===== config.mk =====
export PLATFORM = sky130hd
export DESIGN_NAME = date_time_advance_unit_flat
export DESIGN_NICKNAME = d
export VERILOG_FILES = /design/src/rtl/dta_pkg.sv /design/src/rtl/dta_if.sv /design/src/rtl/dta_decode.sv /design/src/rtl/dta_yearstep.sv /design/src/rtl/dta_monthpack.sv /design/src/rtl/date_time_advance_unit.sv /design/src/flat_wrapper.sv
export VERILOG_INCLUDE_DIRS = /design/src /design/src/rtl
export SDC_FILE = /design/constraint.sdc
export NUM_CORES = 2
export LEC_CHECK = 0
export ABC_AREA = 1
export BUFFER_PORTS_ARGS = -buffer_cell sky130_fd_sc_hd__buf_2
export CAP_MARGIN = 40
export CORE_MARGIN = 5
export CORE_UTILIZATION = 60
export DETAILED_ROUTE_END_ITERATION = 8
export MAX_ROUTING_LAYER = met4
export PLACE_DENSITY_LB_ADDON = 0.12
export SYNTH_ARGS = -nofsm -noshare
export SYNTH_HDL_FRONTEND = slang
export SYNTH_SLANG_ARGS = --single-unit

===== constraint.sdc =====
create_clock -name clk_i -period 29.2 [get_ports clk_i]
set_input_delay 5.84 -clock clk_i [delete_from_list [all_inputs] [get_ports clk_i]]
set_output_delay 5.84 -clock clk_i [all_outputs]
set_load 0.05 [all_outputs]

===== src/rtl/date_time_advance_unit_defines.svh =====
`ifndef DATE_TIME_ADVANCE_UNIT_DEFINES_SVH
`define DATE_TIME_ADVANCE_UNIT_DEFINES_SVH

// property that must hold at every clock edge outside reset
`define DTA_ASSERT(lbl, prop, msg) \
  lbl: assert property (@(posedge clk_i) disable iff (!rst_ni) (prop)) else $error(msg);

// trigger in one cycle implies the consequence in the next
`define DTA_ASSERT_NEXT(lbl, trig, cons, msg) \
  lbl: assert property (@(posedge clk_i) disable iff (!rst_ni) (trig) |=> (cons)) \
    else $error(msg);

`endif


===== src/rtl/dta_pkg.sv =====
`default_nettype none

package dta_pkg;

  localparam int unsigned DateW     = 27;
  localparam int unsigned TimeInW   = 18;
  localparam int unsigned DayDeltaW = 16;
  localparam int unsigned SecDeltaW = 32;
  localparam int unsigned TimeOutW  = 17;

  typedef struct packed {
    logic [6:0] q;
    logic [6:0] r;
  } qr_t;

  // decode -> year step
  typedef struct packed {
    logic [DateW-1:0]    din;
    logic [TimeOutW-1:0] rem;
    logic [13:0]         y;
    logic                yok;
    logic [6:0]          m;
    logic [6:0]          dy;
    logic signed [17:0]  delta;
    logic signed [8:0]   dq;
  } dec_t;

  // year step -> month split and pack
  typedef struct packed {
    logic [DateW-1:0]    din;
    logic [TimeOutW-1:0] rem;
    logic [13:0]         y;
    logic [8:0]          jul;
    logic                leap;
    logic                ok;
  } yr_t;

  // floor(v / 100) for v below 12800
  function automatic logic [6:0] div100(input logic [13:0] v);
    logic [24:0] p;
    p = 25'(v[13:2]) * 25'd5243;
    return p[23:17];
  endfunction

  function automatic logic [8:0] cum_days(input logic [6:0] m);
    logic [8:0] c;
    case (m)
      7'd1:    c = 9'd0;
      7'd2:    c = 9'd31;
      7'd3:    c = 9'd59;
      7'd4:    c = 9'd90;
      7'd5:    c = 9'd120;
      7'd6:    c = 9'd151;
      7'd7:    c = 9'd181;
      7'd8:    c = 9'd212;
      7'd9:    c = 9'd243;
      7'd10:   c = 9'd273;
      7'd11:   c = 9'd304;
      7'd12:   c = 9'd334;
      default: c = 9'd0;
    endcase
    return c;
  endfunction

  function automatic logic [4:0] month_len(input logic [6:0] m, input logic leap);
    logic [4:0] n;
    case (m)
      7'd1, 7'd3, 7'd5, 7'd7, 7'd8, 7'd10, 7'd12: n = 5'd31;
      7'd4, 7'd6, 7'd9, 7'd11:                     n = 5'd30;
      7'd2:                                        n = leap ? 5'd29 : 5'd28;
      default:                                     n = 5'd0;
    endcase
    return n;
  endfunction

  // first day of month m minus one, as day of year
  function automatic logic [8:0] start_day(input logic [6:0] m, input logic leap);
    return cum_days(m) + {8'd0, (m > 7'd2) && leap};
  endfunction

  // year given as quotient and remainder by 100
  function automatic logic leap_qr(input qr_t v);
    return (v.r[1:0] == 2'b00) && ((v.r != 7'd0) || (v.q[1:0] == 2'b00));
  endfunction

  function automatic qr_t qr_inc(input qr_t v);
    qr_t n;
    if (v.r == 7'd99) begin
      n.r = 7'd0;
      n.q = v.q + 7'd1;
    end else begin
      n.r = v.r + 7'd1;
      n.q = v.q;
    end
    return n;
  endfunction

endpackage

`default_nettype wire


===== src/rtl/dta_if.sv =====
`default_nettype none

interface dta_in_if;
  logic                                   valid;
  logic                                   ready;
  logic [dta_pkg::DateW-1:0]              date_in;
  logic signed [dta_pkg::TimeInW-1:0]     time_in;
  logic signed [dta_pkg::DayDeltaW-1:0]   day_delta;
  logic signed [dta_pkg::SecDeltaW-1:0]   second_delta;

  modport source (output valid, date_in, time_in, day_delta, second_delta, input ready);
  modport sink   (input valid, date_in, time_in, day_delta, second_delta, output ready);
endinterface

interface dta_out_if;
  logic                          valid;
  logic                          ready;
  logic [dta_pkg::DateW-1:0]     date_out;
  logic [dta_pkg::TimeOutW-1:0]  time_out;
  logic                          date_ok;

  modport source (output valid, date_out, time_out, date_ok, input ready);
  modport sink   (input valid, date_out, time_out, date_ok, output ready);
endinterface

`default_nettype wire


===== src/rtl/dta_decode.sv =====
`default_nettype none

module dta_decode (
  input  wire logic                                 clk_i,
  input  wire logic                                 rst_ni,
  input  wire logic                                 adv_i,
  input  wire logic                                 valid_i,
  input  wire logic [dta_pkg::DateW-1:0]            date_in_i,
  input  wire logic signed [dta_pkg::TimeInW-1:0]   time_in_i,
  input  wire logic signed [dta_pkg::DayDeltaW-1:0] day_delta_i,
  input  wire logic signed [dta_pkg::SecDeltaW-1:0] second_delta_i,
  output logic                                      valid_o,
  output dta_pkg::dec_t                             dec_o
);

  localparam logic [27:0] RecipDay = 28'd203613265; // 2^37 / 675, rounded up
  localparam logic [26:0] DayBias  = 27'd44236800;  // 675 * 2^16
  localparam logic [23:0] Recip10k = 24'd13743896;  // 2^33 / 625, rounded up
  localparam logic [22:0] Recip100 = 23'd5368710;   // 2^27 / 25, rounded up
  localparam logic [17:0] Recip365 = 18'd183860;    // 2^26 / 365, rounded up

  // stage 1: seconds total and reciprocal products
  logic signed [17:0] t_eff;
  logic signed [32:0] tot_d;
  logic [26:0]        u_d;
  logic [54:0]        qp_d;
  logic [46:0]        yp_d;
  logic [44:0]        mp_d;

  logic               s1_valid_q;
  logic [26:0]        s1_din_q;
  logic signed [32:0] s1_tot_q;
  logic [16:0]        s1_q_q;
  logic [13:0]        s1_y10k_q;
  logic [17:0]        s1_y100_q;
  logic signed [15:0] s1_dd_q;

  assign t_eff = (time_in_i == -18'sd1) ? 18'sd0 : time_in_i;
  assign tot_d = 33'(t_eff) + 33'(second_delta_i);
  // floor by 128 first, then by 675 on a biased positive value
  assign u_d   = {tot_d[32], tot_d[32:7]} + DayBias;
  assign qp_d  = 55'(u_d) * 55'(RecipDay);
  assign yp_d  = 47'(date_in_i[26:4]) * 47'(Recip10k);
  assign mp_d  = 45'(date_in_i[23:2]) * 45'(Recip100);

  always_ff @(posedge clk_i or negedge rst_ni) begin
    if (!rst_ni) begin
      s1_valid_q <= 1'b0;
    end else if (adv_i) begin
      s1_valid_q <= valid_i;
    end
  end

  always_ff @(posedge clk_i) begin
    if (adv_i) begin
      s1_din_q  <= date_in_i;
      s1_tot_q  <= tot_d;
      s1_q_q    <= qp_d[53:37];
      s1_y10k_q <= yp_d[46:33];
      s1_y100_q <= mp_d[44:27];
      s1_dd_q   <= day_delta_i;
    end
  end

  // stage 2: carry, remainder, date format split, total day shift
  logic signed [17:0] carry;
  logic signed [34:0] remf;
  logic               is_long;
  logic               is_mid;
  logic [16:0]        yw;
  logic [13:0]        part;
  logic signed [17:0] delta;

  logic               s2_valid_q;
  logic [26:0]        s2_din_q;
  logic [16:0]        s2_rem_q;
  logic [13:0]        s2_y_q;
  logic               s2_yok_q;
  logic               s2_long_q;
  logic [13:0]        s2_part_q;
  logic signed [17:0] s2_delta_q;
  logic [16:0]        s2_dabs_q;

  assign carry = $signed({1'b0, s1_q_q}) - 18'sd65536;
  assign remf  = 35'(s1_tot_q) - 35'(carry) * 35'sd86400;
  assign is_long = s1_din_q >= 27'd10000000;
  assign is_mid  = !is_long && (s1_din_q >= 27'd100000);
  assign delta   = 18'(s1_dd_q) + carry;

  always_comb begin
    if (is_long) begin
      yw   = 17'(s1_y10k_q);
      part = 14'(s1_din_q - 27'(s1_y10k_q) * 27'd10000);
    end else if (is_mid) begin
      yw   = s1_y100_q[16:0];
      part = 14'(s1_din_q - 27'(s1_y100_q) * 27'd100);
    end else begin
      yw   = s1_din_q[16:0];
      part = 14'd0;
    end
  end

  always_ff @(posedge clk_i or negedge rst_ni) begin
    if (!rst_ni) begin
      s2_valid_q <= 1'b0;
    end else if (adv_i) begin
      s2_valid_q <= s1_valid_q;
    end
  end

  always_ff @(posedge clk_i) begin
    if (adv_i) begin
      s2_din_q   <= s1_din_q;
      s2_rem_q   <= remf[16:0];
      s2_y_q     <= yw[13:0];
      s2_yok_q   <= (yw >= 17'd100) && (yw <= 17'd9999);
      s2_long_q  <= is_long;
      s2_part_q  <= part;
      s2_delta_q <= delta;
      s2_dabs_q  <= delta[17] ? 17'(-delta) : 17'(delta);
    end
  end

  // stage 3: month and day, whole years of the shift
  logic [6:0]        mq;
  logic [6:0]        dyl;
  logic [34:0]       dqp;
  logic [8:0]        dqa;
  dta_pkg::dec_t     dec_d;
  logic              dec_valid_q;
  dta_pkg::dec_t     dec_q;

  assign mq  = dta_pkg::div100(s2_part_q);
  assign dyl = 7'(s2_part_q - 14'(mq) * 14'd100);
  assign dqp = 35'(s2_dabs_q) * 35'(Recip365);
  assign dqa = dqp[34:26];

  always_comb begin
    dec_d.din   = s2_din_q;
    dec_d.rem   = s2_rem_q;
    dec_d.y     = s2_y_q;
    dec_d.yok   = s2_yok_q;
    dec_d.m     = s2_long_q ? mq : s2_part_q[6:0];
    dec_d.dy    = s2_long_q ? dyl : 7'd0;
    dec_d.delta = s2_delta_q;
    dec_d.dq    = s2_delta_q[17] ? -$signed(dqa) : $signed(dqa);
  end

  always_ff @(posedge clk_i or negedge rst_ni) begin
    if (!rst_ni) begin
      dec_valid_q <= 1'b0;
    end else if (adv_i) begin
      dec_valid_q <= s2_valid_q;
    end
  end

  always_ff @(posedge clk_i) begin
    if (adv_i) begin
      dec_q <= dec_d;
    end
  end

  assign valid_o = dec_valid_q;
  assign dec_o   = dec_q;

endmodule

`default_nettype wire


===== src/rtl/dta_yearstep.sv =====
`default_nettype none

module dta_yearstep (
  input  wire logic           clk_i,
  input  wire logic           rst_ni,
  input  wire logic           adv_i,
  input  wire logic           valid_i,
  input  wire dta_pkg::dec_t  dec_i,
  output logic                valid_o,
  output dta_pkg::yr_t        yr_o
);

  // stage 4: year estimate, day remainder, divide years by 100
  logic signed [9:0]  dr;
  logic signed [15:0] y2;
  logic [13:0]        z2;
  logic [13:0]        zy;

  logic               s4_valid_q;
  logic [26:0]        s4_din_q;
  logic [16:0]        s4_rem_q;
  logic [13:0]        s4_zy_q;
  logic [6:0]         s4_qy_q;
  logic [13:0]        s4_z2_q;
  logic [6:0]         s4_q2_q;
  logic [6:0]         s4_m_q;
  logic [6:0]         s4_dy_q;
  logic signed [9:0]  s4_dr_q;
  logic               s4_ok_q;

  assign dr = 10'($signed(dec_i.delta) - 18'($signed(dec_i.dq)) * 18'sd365);
  assign y2 = $signed({2'b00, dec_i.y}) + 16'($signed(dec_i.dq));
  assign z2 = 14'(y2 - 16'sd1);
  assign zy = dec_i.y - 14'd1;

  always_ff @(posedge clk_i or negedge rst_ni) begin
    if (!rst_ni) begin
      s4_valid_q <= 1'b0;
    end else if (adv_i) begin
      s4_valid_q <= valid_i;
    end
  end

  always_ff @(posedge clk_i) begin
    if (adv_i) begin
      s4_din_q <= dec_i.din;
      s4_rem_q <= dec_i.rem;
      s4_zy_q  <= zy;
      s4_qy_q  <= dta_pkg::div100(zy);
      s4_z2_q  <= z2;
      s4_q2_q  <= dta_pkg::div100(z2);
      s4_m_q   <= dec_i.m;
      s4_dy_q  <= dec_i.dy;
      s4_dr_q  <= dr;
      // result years far outside the range are flagged not ok here
      s4_ok_q  <= dec_i.yok && (y2 >= 16'sd2) && (y2 <= 16'sd10005);
    end
  end

  // stage 5: leap flags, leap-day correction, input date check
  dta_pkg::qr_t       qry;
  dta_pkg::qr_t       qr2;
  dta_pkg::qr_t       qr2n;
  logic               leap_y;
  logic [12:0]        lt_y;
  logic [12:0]        lt_2;
  logic signed [12:0] jul;
  logic               fields_ok;

  logic               s5_valid_q;
  logic [26:0]        s5_din_q;
  logic [16:0]        s5_rem_q;
  logic [13:0]        s5_y2_q;
  logic signed [12:0] s5_jul_q;
  logic               s5_lm1_q;
  logic               s5_l0_q;
  logic               s5_lp1_q;
  logic               s5_ok_q;

  assign qry.q  = s4_qy_q;
  assign qry.r  = 7'(s4_zy_q - 14'(s4_qy_q) * 14'd100);
  assign qr2.q  = s4_q2_q;
  assign qr2.r  = 7'(s4_z2_q - 14'(s4_q2_q) * 14'd100);
  assign qr2n   = dta_pkg::qr_inc(qr2);
  assign leap_y = dta_pkg::leap_qr(dta_pkg::qr_inc(qry));

  // leap days through a year: y/4 - y/100 + y/400
  assign lt_y = 13'(s4_zy_q[13:2]) - 13'(s4_qy_q) + 13'(s4_qy_q[6:2]);
  assign lt_2 = 13'(s4_z2_q[13:2]) - 13'(s4_q2_q) + 13'(s4_q2_q[6:2]);

  assign jul = 13'(s4_dy_q) + 13'(dta_pkg::cum_days(s4_m_q))
             + {12'd0, (s4_m_q > 7'd2) && leap_y} + 13'(s4_dr_q) + lt_y - lt_2;

  assign fields_ok = ((s4_m_q == 7'd0) && (s4_dy_q == 7'd0))
                  || ((s4_m_q >= 7'd1) && (s4_m_q <= 7'd12)
                      && ((s4_dy_q == 7'd0)
                          || (s4_dy_q <= 7'(dta_pkg::month_len(s4_m_q, leap_y)))));

  always_ff @(posedge clk_i or negedge rst_ni) begin
    if (!rst_ni) begin
      s5_valid_q <= 1'b0;
    end else if (adv_i) begin
      s5_valid_q <= s4_valid_q;
    end
  end

  always_ff @(posedge clk_i) begin
    if (adv_i) begin
      s5_din_q <= s4_din_q;
      s5_rem_q <= s4_rem_q;
      s5_y2_q  <= s4_z2_q + 14'd1;
      s5_jul_q <= jul;
      s5_lm1_q <= dta_pkg::leap_qr(qr2);
      s5_l0_q  <= dta_pkg::leap_qr(qr2n);
      s5_lp1_q <= dta_pkg::leap_qr(dta_pkg::qr_inc(qr2n));
      s5_ok_q  <= s4_ok_q && fields_ok;
    end
  end

  // stage 6: single wrap into the neighboring year, final range check
  logic signed [12:0] ylen0;
  logic [13:0]        y3;
  logic signed [12:0] j3;
  logic               l3;
  logic               ok6;
  dta_pkg::yr_t       yr_d;
  logic               yr_valid_q;
  dta_pkg::yr_t       yr_q;

  assign ylen0 = 13'sd365 + $signed({12'd0, s5_l0_q});

  always_comb begin
    if (s5_jul_q > ylen0) begin
      y3 = s5_y2_q + 14'd1;
      j3 = s5_jul_q - ylen0;
      l3 = s5_lp1_q;
    end else if (s5_jul_q < 13'sd1) begin
      y3 = s5_y2_q - 14'd1;
      j3 = s5_jul_q + 13'sd365 + $signed({12'd0, s5_lm1_q});
      l3 = s5_lm1_q;
    end else begin
      y3 = s5_y2_q;
      j3 = s5_jul_q;
      l3 = s5_l0_q;
    end
  end

  assign ok6 = s5_ok_q && (y3 >= 14'd100) && (y3 <= 14'd9999) && (j3 >= 13'sd1)
            && (j3 <= 13'sd365 + $signed({12'd0, l3}));

  always_comb begin
    yr_d.din  = s5_din_q;
    yr_d.rem  = s5_rem_q;
    yr_d.y    = y3;
    yr_d.jul  = j3[8:0];
    yr_d.leap = l3;
    yr_d.ok   = ok6;
  end

  always_ff @(posedge clk_i or negedge rst_ni) begin
    if (!rst_ni) begin
      yr_valid_q <= 1'b0;
    end else if (adv_i) begin
      yr_valid_q <= s5_valid_q;
    end
  end

  always_ff @(posedge clk_i) begin
    if (adv_i) begin
      yr_q <= yr_d;
    end
  end

  assign valid_o = yr_valid_q;
  assign yr_o    = yr_q;

endmodule

`default_nettype wire


===== src/rtl/dta_monthpack.sv =====
`default_nettype none

module dta_monthpack (
  input  wire logic                          clk_i,
  input  wire logic                          rst_ni,
  input  wire logic                          adv_i,
  input  wire logic                          valid_i,
  input  wire dta_pkg::yr_t                  yr_i,
  output logic                               valid_o,
  output logic [dta_pkg::DateW-1:0]          date_out_o,
  output logic [dta_pkg::TimeOutW-1:0]       time_out_o,
  output logic                               date_ok_o
);

  // stage 7: month search over the cumulative table, year scaled
  logic [6:0]  rm;
  logic [4:0]  rd;

  logic        s7_valid_q;
  logic [26:0] s7_din_q;
  logic [16:0] s7_rem_q;
  logic [26:0] s7_ymul_q;
  logic [6:0]  s7_rm_q;
  logic [4:0]  s7_rd_q;
  logic        s7_ok_q;

  always_comb begin
    rm = 7'd1;
    for (int i = 2; i <= 12; i++) begin
      if (yr_i.jul > dta_pkg::start_day(7'(i), yr_i.leap)) begin
        rm = 7'(i);
      end
    end
  end

  assign rd = 5'(yr_i.jul - dta_pkg::start_day(rm, yr_i.leap));

  always_ff @(posedge clk_i or negedge rst_ni) begin
    if (!rst_ni) begin
      s7_valid_q <= 1'b0;
    end else if (adv_i) begin
      s7_valid_q <= valid_i;
    end
  end

  always_ff @(posedge clk_i) begin
    if (adv_i) begin
      s7_din_q  <= yr_i.din;
      s7_rem_q  <= yr_i.rem;
      s7_ymul_q <= 27'(yr_i.y) * 27'd10000;
      s7_rm_q   <= rm;
      s7_rd_q   <= rd;
      s7_ok_q   <= yr_i.ok;
    end
  end

  // stage 8: packed decimal result into the output register
  logic [26:0] packed_date;
  logic        out_valid_q;
  logic [26:0] date_q;
  logic [16:0] time_q;
  logic        ok_q;

  assign packed_date = s7_ymul_q + 27'(s7_rm_q) * 27'd100 + 27'(s7_rd_q);

  always_ff @(posedge clk_i or negedge rst_ni) begin
    if (!rst_ni) begin
      out_valid_q <= 1'b0;
    end else if (adv_i) begin
      out_valid_q <= s7_valid_q;
    end
  end

  always_ff @(posedge clk_i) begin
    if (adv_i) begin
      date_q <= s7_ok_q ? packed_date : s7_din_q;
      time_q <= s7_rem_q;
      ok_q   <= s7_ok_q;
    end
  end

  assign valid_o    = out_valid_q;
  assign date_out_o = date_q;
  assign time_out_o = time_q;
  assign date_ok_o  = ok_q;

endmodule

`default_nettype wire


===== src/rtl/date_time_advance_unit.sv =====
// date and time advance unit
// in_i carries a packed decimal date (YYYYMMDD, YYYYMM or YYYY), a time of day
// in seconds (-1 for no time), a day shift and a second shift. out_o returns
// the shifted full date YYYYMMDD, the time of day in 0..86399 and date_ok.
// when the input date is invalid or the result year leaves 100..9999 the
// input date is returned with date_ok low; the time is reduced in any case.
// a transfer on either channel happens when valid and ready are both high.
// the result of an input transfer shows on out_o after passing every stage;
// an eight-stage pipeline takes one item in every cycle while out_o is not
// stalled, so sustained throughput is one item per clock.
// when out_o is held valid and not ready, every stage holds and in_i.ready
// drops in the same cycle; nothing is lost or repeated and the pipeline
// moves again as soon as the result is taken.
// reset clears all stage valid bits; the block keeps no state between items.
`default_nettype none
`include "date_time_advance_unit_defines.svh"

module date_time_advance_unit (
  input  wire logic clk_i,
  input  wire logic rst_ni,
  dta_in_if.sink    in_i,
  dta_out_if.source out_o
);

  logic          adv;
  logic          dec_valid;
  dta_pkg::dec_t dec;
  logic          yr_valid;
  dta_pkg::yr_t  yr;
  logic          out_valid;

  // whole pipeline moves unless a finished result is waiting
  assign adv        = !out_valid || out_o.ready;
  assign in_i.ready = adv;
  assign out_o.valid = out_valid;

  dta_decode u_decode (
    .clk_i          (clk_i),
    .rst_ni         (rst_ni),
    .adv_i          (adv),
    .valid_i        (in_i.valid),
    .date_in_i      (in_i.date_in),
    .time_in_i      (in_i.time_in),
    .day_delta_i    (in_i.day_delta),
    .second_delta_i (in_i.second_delta),
    .valid_o        (dec_valid),
    .dec_o          (dec)
  );

  dta_yearstep u_yearstep (
    .clk_i   (clk_i),
    .rst_ni  (rst_ni),
    .adv_i   (adv),
    .valid_i (dec_valid),
    .dec_i   (dec),
    .valid_o (yr_valid),
    .yr_o    (yr)
  );

  dta_monthpack u_monthpack (
    .clk_i      (clk_i),
    .rst_ni     (rst_ni),
    .adv_i      (adv),
    .valid_i    (yr_valid),
    .yr_i       (yr),
    .valid_o    (out_valid),
    .date_out_o (out_o.date_out),
    .time_out_o (out_o.time_out),
    .date_ok_o  (out_o.date_ok)
  );

  `DTA_ASSERT(a_time_in_day, out_valid |-> (out_o.time_out < 17'd86400), "time out of day range")
  `DTA_ASSERT(a_ok_date_range, (out_valid && out_o.date_ok) |-> ((out_o.date_out >= 27'd1000101) && (out_o.date_out <= 27'd99991231)), "valid date outside year range")
  `DTA_ASSERT_NEXT(a_stall_holds_item, !adv && dec_valid, dec_valid, "item lost inside stalled pipeline")

endmodule

`default_nettype wire


===== src/flat_wrapper.sv =====
// flat-port wrapper written by rule: the top's interface ports become plain ports
module date_time_advance_unit_flat 
  (clk_i, rst_ni, in_i_valid, in_i_date_in, in_i_time_in, in_i_day_delta, in_i_second_delta, in_i_ready, out_o_valid, out_o_date_out, out_o_time_out, out_o_date_ok, out_o_ready);
  dta_in_if in_i_i ();
  dta_out_if out_o_i ();
  input  wire logic clk_i;
  input  wire logic rst_ni;
  input wire logic [$bits(in_i_i.valid)-1:0] in_i_valid;
  input wire logic [$bits(in_i_i.date_in)-1:0] in_i_date_in;
  input wire logic [$bits(in_i_i.time_in)-1:0] in_i_time_in;
  input wire logic [$bits(in_i_i.day_delta)-1:0] in_i_day_delta;
  input wire logic [$bits(in_i_i.second_delta)-1:0] in_i_second_delta;
  output wire logic [$bits(in_i_i.ready)-1:0] in_i_ready;
  output wire logic [$bits(out_o_i.valid)-1:0] out_o_valid;
  output wire logic [$bits(out_o_i.date_out)-1:0] out_o_date_out;
  output wire logic [$bits(out_o_i.time_out)-1:0] out_o_time_out;
  output wire logic [$bits(out_o_i.date_ok)-1:0] out_o_date_ok;
  input wire logic [$bits(out_o_i.ready)-1:0] out_o_ready;
  assign in_i_i.valid = in_i_valid;
  assign in_i_i.date_in = in_i_date_in;
  assign in_i_i.time_in = in_i_time_in;
  assign in_i_i.day_delta = in_i_day_delta;
  assign in_i_i.second_delta = in_i_second_delta;
  assign in_i_ready = in_i_i.ready;
  assign out_o_valid = out_o_i.valid;
  assign out_o_date_out = out_o_i.date_out;
  assign out_o_time_out = out_o_i.time_out;
  assign out_o_date_ok = out_o_i.date_ok;
  assign out_o_i.ready = out_o_ready;
  date_time_advance_unit u_core (.clk_i(clk_i), .rst_ni(rst_ni), .in_i(in_i_i), .out_o(out_o_i));
endmodule

* After elaboration in Yosys (flattened, before gate mapping)
Memories as Yosys holds them, arrays and structs flattened. A register that Yosys moved wholly into a read port is not among the register bits. Index checks and enable logic that the tools add are counted. Widths: inputs -> output; s select.
Operators by class: equality and inequality tests 16, add/sub/neg operators 53, magnitude comparators 28, multiply operators 16, multiplexer cells 35, reduce and logical (&&, ||, !) cells 45
Operator list (count):
- $mux 7 | 11
- $mul 12x13->24 const B | 3
- $gt 9x9->1 | 7
- $mux 14 | 4
- $mul 27x28->54 const B | 1
- $mux 9 | 6
- $mux 17 | 3
- $mul 22x22->44 const B | 1
- $mul 23x21->44 const B | 1
- $add 8x1->9 const A | 4
- $eq 7x4->1 const B | 5
- $add 18x32->33 | 1
- $mul 17x16->33 const B | 1
- $add 14x1->14 const B | 2
- $eq 7x3->1 const B | 4
- $reduce_bool 7->1 | 4
- $sub 14x1->14 const B | 2
- $sub 14x14->14 | 2
- $add 27x14->27 | 1
- $add 27x26->27 const B | 1
- $add 27x5->27 | 1
- $add 9x1->9 const A | 3
- $ge 27x17->1 const B | 1
- $ge 27x24->1 const B | 1
- 70 further kinds | 123
Storage, ports and cells: logic and storage cells 258, output and inout port bits 47, register bits 698, memory bits (read-only) 288, input bits 97, memories kept 2
Memories:
- (name not given) | depth 16, bits a word 9, rd ports 1, clocked after memory_dff 0, wr ports 0, RTL line dta_pkg.sv:47 | case (m)
- (name not given) | depth 16, bits a word 9, rd ports 1, clocked after memory_dff 1, wr ports 0, RTL line dta_pkg.sv:47

* Depth between registers and ports, before layout
depth in word-level cells 16, mapped depth 51, depth with buffers taken out 50

* Cells and area by module
From an unflattened synthesis, not the netlist that was laid out.
Unflattened totals: cell total of the unflattened synthesis 8756, area total of the unflattened synthesis 84026.8 sq um
By module, submodules not included:
- dta_decode | times used 1, area an instance 53606.4 sq um, cells each 5692
- dta_yearstep | times used 1, area an instance 22290.1 sq um, cells each 2315
- dta_monthpack | times used 1, area an instance 8122.8 sq um, cells each 747
- date_time_advance_unit | times used 1, area an instance 7.5 sq um, cells each 2

* Least setup slack after synthesis
No wires, ideal clock.
kind input to output, start point input port out_o_ready, end point output port in_i_ready, slack -1.656 ns, data arrival time 25.016 ns, cell stages on the path 4, buffers on the path 2, data required time 23.360 ns, cell sequence inv_1 nand2_1 clkbuf_1 clkbuf_1
Between the ends: word-level cells in the longest chain between the ends 1
Ends and longest elaborated chain:
- start: declaration | RTL line flat_wrapper.sv:18 | input wire logic [$bits(out_o_i.ready)-1:0] out_o_ready;
- $logic_or 1x1->1 | RTL line date_time_advance_unit.sv:33 | assign adv = !out_valid || out_o.ready;
- end: declaration | RTL line flat_wrapper.sv:13 | output wire logic [$bits(in_i_i.ready)-1:0] in_i_ready;
No other way between the ends.

* Worst setup path in the final report
start point input port in_i_time_in[7], end point register u_core.u_decode.s1_q_q[16] (data pin)
Between the ends: word-level cells in the longest chain between the ends 5
Ends and longest elaborated chain:
- start: declaration | RTL line flat_wrapper.sv:10 | input wire logic [$bits(in_i_i.time_in)-1:0] in_i_time_in;
- $eq 18x1->1 | RTL line dta_decode.sv:38 | assign t_eff = (time_in_i == -18'sd1) ? 18'sd0 : time_in_i;
- $mux 18 (*) | RTL line dta_decode.sv:38
- $add 18x32->33 (*) | RTL line dta_decode.sv:39 | assign tot_d = 33'(t_eff) + 33'(second_delta_i);
- $add 27x26->27 (*) | RTL line dta_decode.sv:41 | assign u_d = {tot_d[32], tot_d[32:7]} + DayBias;
- $mul 27x28->54 (*) | RTL line dta_decode.sv:42 | assign qp_d = 55'(u_d) * 55'(RecipDay);
- named net u_core.u_decode.qp_d[53] | RTL line dta_decode.sv:26 | logic [54:0] qp_d;
- end signal: assignment | RTL line dta_decode.sv:58 | s1_q_q <= qp_d[53:37];
- end: declaration | RTL line dta_decode.sv:33 | logic [16:0] s1_q_q;
The timed path passes the listed nets; every way through them passes the cells marked *. A chain may end at the register's enable or synchronous reset.

==> results.yml <==
worst_setup_path:
  slowest_stage: "fa_1"
  cp_max_fo: 18
  critPathKind: "input port to flop"
  cp-end-kind: "flop"
  cp_common_cell: "nand2_1"
  start_kind: "input port"
  worstPathArrival_ps: 15150
  slowest_delay_ps: 540
  crit_required_ps: 29610
timing:
  tns_ps: 0
  setup_ws_ps: 14460
  skew_ps: 43.8
  finalCritPeriodShare_pct: 50.5
  tightest_slew_ps: 1080
  setup_viol: 0
  fin_crit_ps: 14740
  hold_viol: 0
  slew-limit-headroom_pct: 27.9
  rsz0062_at_grt: "false"
  clock.fmax_ghz: 0.0678
  drv_slew: 0
clocking:
  h-tree-depth: 3
  cts_tree: "built"
  post_cts_resize_count: 0
  clock_path_buffers: 3
  clkTransAtPathRegs_ps: 60
  clk_latency_ps: 690
  cts_setup_buffers: 0
  cts_buffers: 77
  cts_root_buffer: "clkbuf_16"
  cts.sinks: 695
  ctsHoldBuffers: 0
logic_synthesis:
  syn_nets: 11200
  syn_inst: 8706
  synth_seq_cells: 695
  ys_types: 69
  postSynthAreaPerCell_um2: 9.52
  synth_area_um2: 82900
  async_flop_share_pct: 1.15
  synth_top_area_share_pct: 24.6
  synthFlopType: "edfxtp_1"
  synth_top_area_cell: "edfxtp_1"
  synth-edff-count: 678
  ys_seq_area_share_pct: 25.0
  synth_area_leaders: "edfxtp_1 (25%), fa_1 (22%), ha_1 (22%)"
  yosysWarnings: 0
floorplan:
  die_x_um: 382
  die_y_um: 382
  start_util_pct: 60.4
  fp-row-count: 136
  dieArea_um2: 146000
  ios: 144
  coreArea_um2: 137000
global_routing:
  antenna_found_initial: 1
  grt_pass1_wl_um: 326000
  grt_pass1_vias: 61100
  gr-total-overflow: 0
  track_usage_pct: 29.1
  grt_max_degree: 174
detailed_routing:
  drtPass1Iterations: 8
  vias: 58100
  ant_nets: 0
  via_per_inst: 5.39
  wirelength_um: 201000
  drc: 0
  wire_per_inst_um: 18.7
  drt-initial-drc-count: 3186
finish:
  mostFrequentLayoutCells: "inv_1 (2018), ha_1 (1444), nand2_1 (1253)"
  areaGrowthSynthToFinish_pct: 6.77
  final_layout_size_suffix_gt1_share_pct: 4.20
  nets: 11400
  fill_cells: 11400
  antennaDiodeCount: 0
  final_common_cell: "inv_1"
outcome:
  status: "finished clean"
worst_hold_path:
  hp-class: "flop to flop"
placed_design:
  place_congestion: 1.01
  dp_hpwl_um: 172000
  portBuffers: 143
  place_ws_ps: 13760
run:
  max_cap_violations: 0
path summary, 6_finish.rpt:
path | slack [ps] | startpoint | cells past startpoint | to
setup / recovery | 14460 | in_i_time_in[7] | 41 | u_core.u_decode.s1_q_q[16]
hold / removal | 400 | u_core.u_decode.s2_rem_q[7] | 0 | u_core.u_decode.dec_o[63]
setup reg to reg | 21550 | u_core.u_decode.dec_o[42] | 32 | u_core.u_yearstep.s4_q2_q[4]
hold reg to reg | 400 | u_core.u_decode.s2_rem_q[7] | 0 | u_core.u_decode.dec_o[63]
max in group asynchronous | 24050 | rst_ni | 1 | u_core.u_yearstep.valid_o
min in group asynchronous | 4980 | rst_ni | 1 | u_core.u_decode.s2_valid_q
cells in the mapped netlist (11+ instances only):
cell type,n
o21ai_1,11
a31oi_1,30
nand3b_1,16
xnor2_1,109
a21oi_1,399
nand2_2,21
or2_2,19
o21a_1,21
xor2_1,241
nor2_1,538
inv_2,13
nor4_1,22
a21o_1,29
o211ai_1,20
nand2_1,1254
nand4_1,51
buf_2,11
ha_1,1444
fa_1,917
inv_1,2018
nor3_1,99
a21boi_0,14
o31ai_1,14
o21ai_0,258
nand3_1,288
clkbuf_1,16
o21bai_1,30
edfxtp_1,678
worst max-delay path, delay by kind of cell:
kind,cells,cell delay (ps)
xor+xnor,1,500
simple gates,20,3130
compound gates,1,280
buf+inv,10,1310
fa+ha+maj,9,4070
area by class of cell:
class / count / area (µm²) / area share, %
Tap cell: 1794 / 2240 / 2.54
Clock buffer: 98 / 2050 / 2.31
Multi-Input combinational cell: 5940 / 54300 / 61.4
Inverter: 2033 / 7630 / 8.63
Sequential cell: 695 / 20700 / 23.4
Clock inverter: 42 / 526 / 0.594
Timing Repair Buffer: 171 / 981 / 1.11
stage by stage:
stage                     instance area [µm²]  cells  util [%]  hold slack (ps)
after CTS                               88500  10800      64.4              402
after floorplan                         82900   8706         -              400
after detailed placement                85900  10600      62.6              405
after global routing                    88500  10800      64.4              409
final                                   88500  10800      64.4              401
after global placement                  85900  10600      62.5              401
routing by layer:
metal	vias to the layer above	track usage, %	share of wire [%]
li1	28400	-	-
met2	1316	48.5	48
met1	28000	37.5	44
met5	-	-	0
met4	0	8.96	3.6
met3	366	3.56	4.3
registers in the layout (all words and copies together), names as in the netlist, 17 cells and up, named ones only:
name                           cells
u_core.u_decode.dec_o             92
u_core.u_monthpack.s7_rem_q       17
u_core.u_yearstep.yr_o            69
u_core.u_yearstep.s5_din_q        27
u_core.u_monthpack.s7_ymul_q      23
u_core.u_monthpack.s7_din_q       27
u_core.u_decode.s1_tot_q          17
u_core.u_monthpack.date_out_o     27
u_core.u_decode.s1_q_q            17
u_core.u_decode.s2_din_q          27
u_core.u_decode.s2_rem_q          17
u_core.u_yearstep.s4_din_q        27
u_core.u_decode.s1_din_q          27
u_core.u_yearstep.s4_rem_q        17
u_core.u_yearstep.s5_rem_q        17
u_core.u_monthpack.time_out_o     17
u_core.u_decode.s1_y100_q         17
kinds of logic after synthesis:
logic type,count (synthesis),share of synthesized area (%)
AOI/OAI and AO/OA,881,5.97
muxes,4,0.0543
DFF,695,25.0
buffers and inverters,2071,9.47
xor gates and xnor gates,353,3.76
and+or+nand+nor,2341,11.8
adders and majority gates,2361,44.0
Power is not shown: default switching activity piles up to over one toggle a cycle in this logic, so the estimate is an artifact.
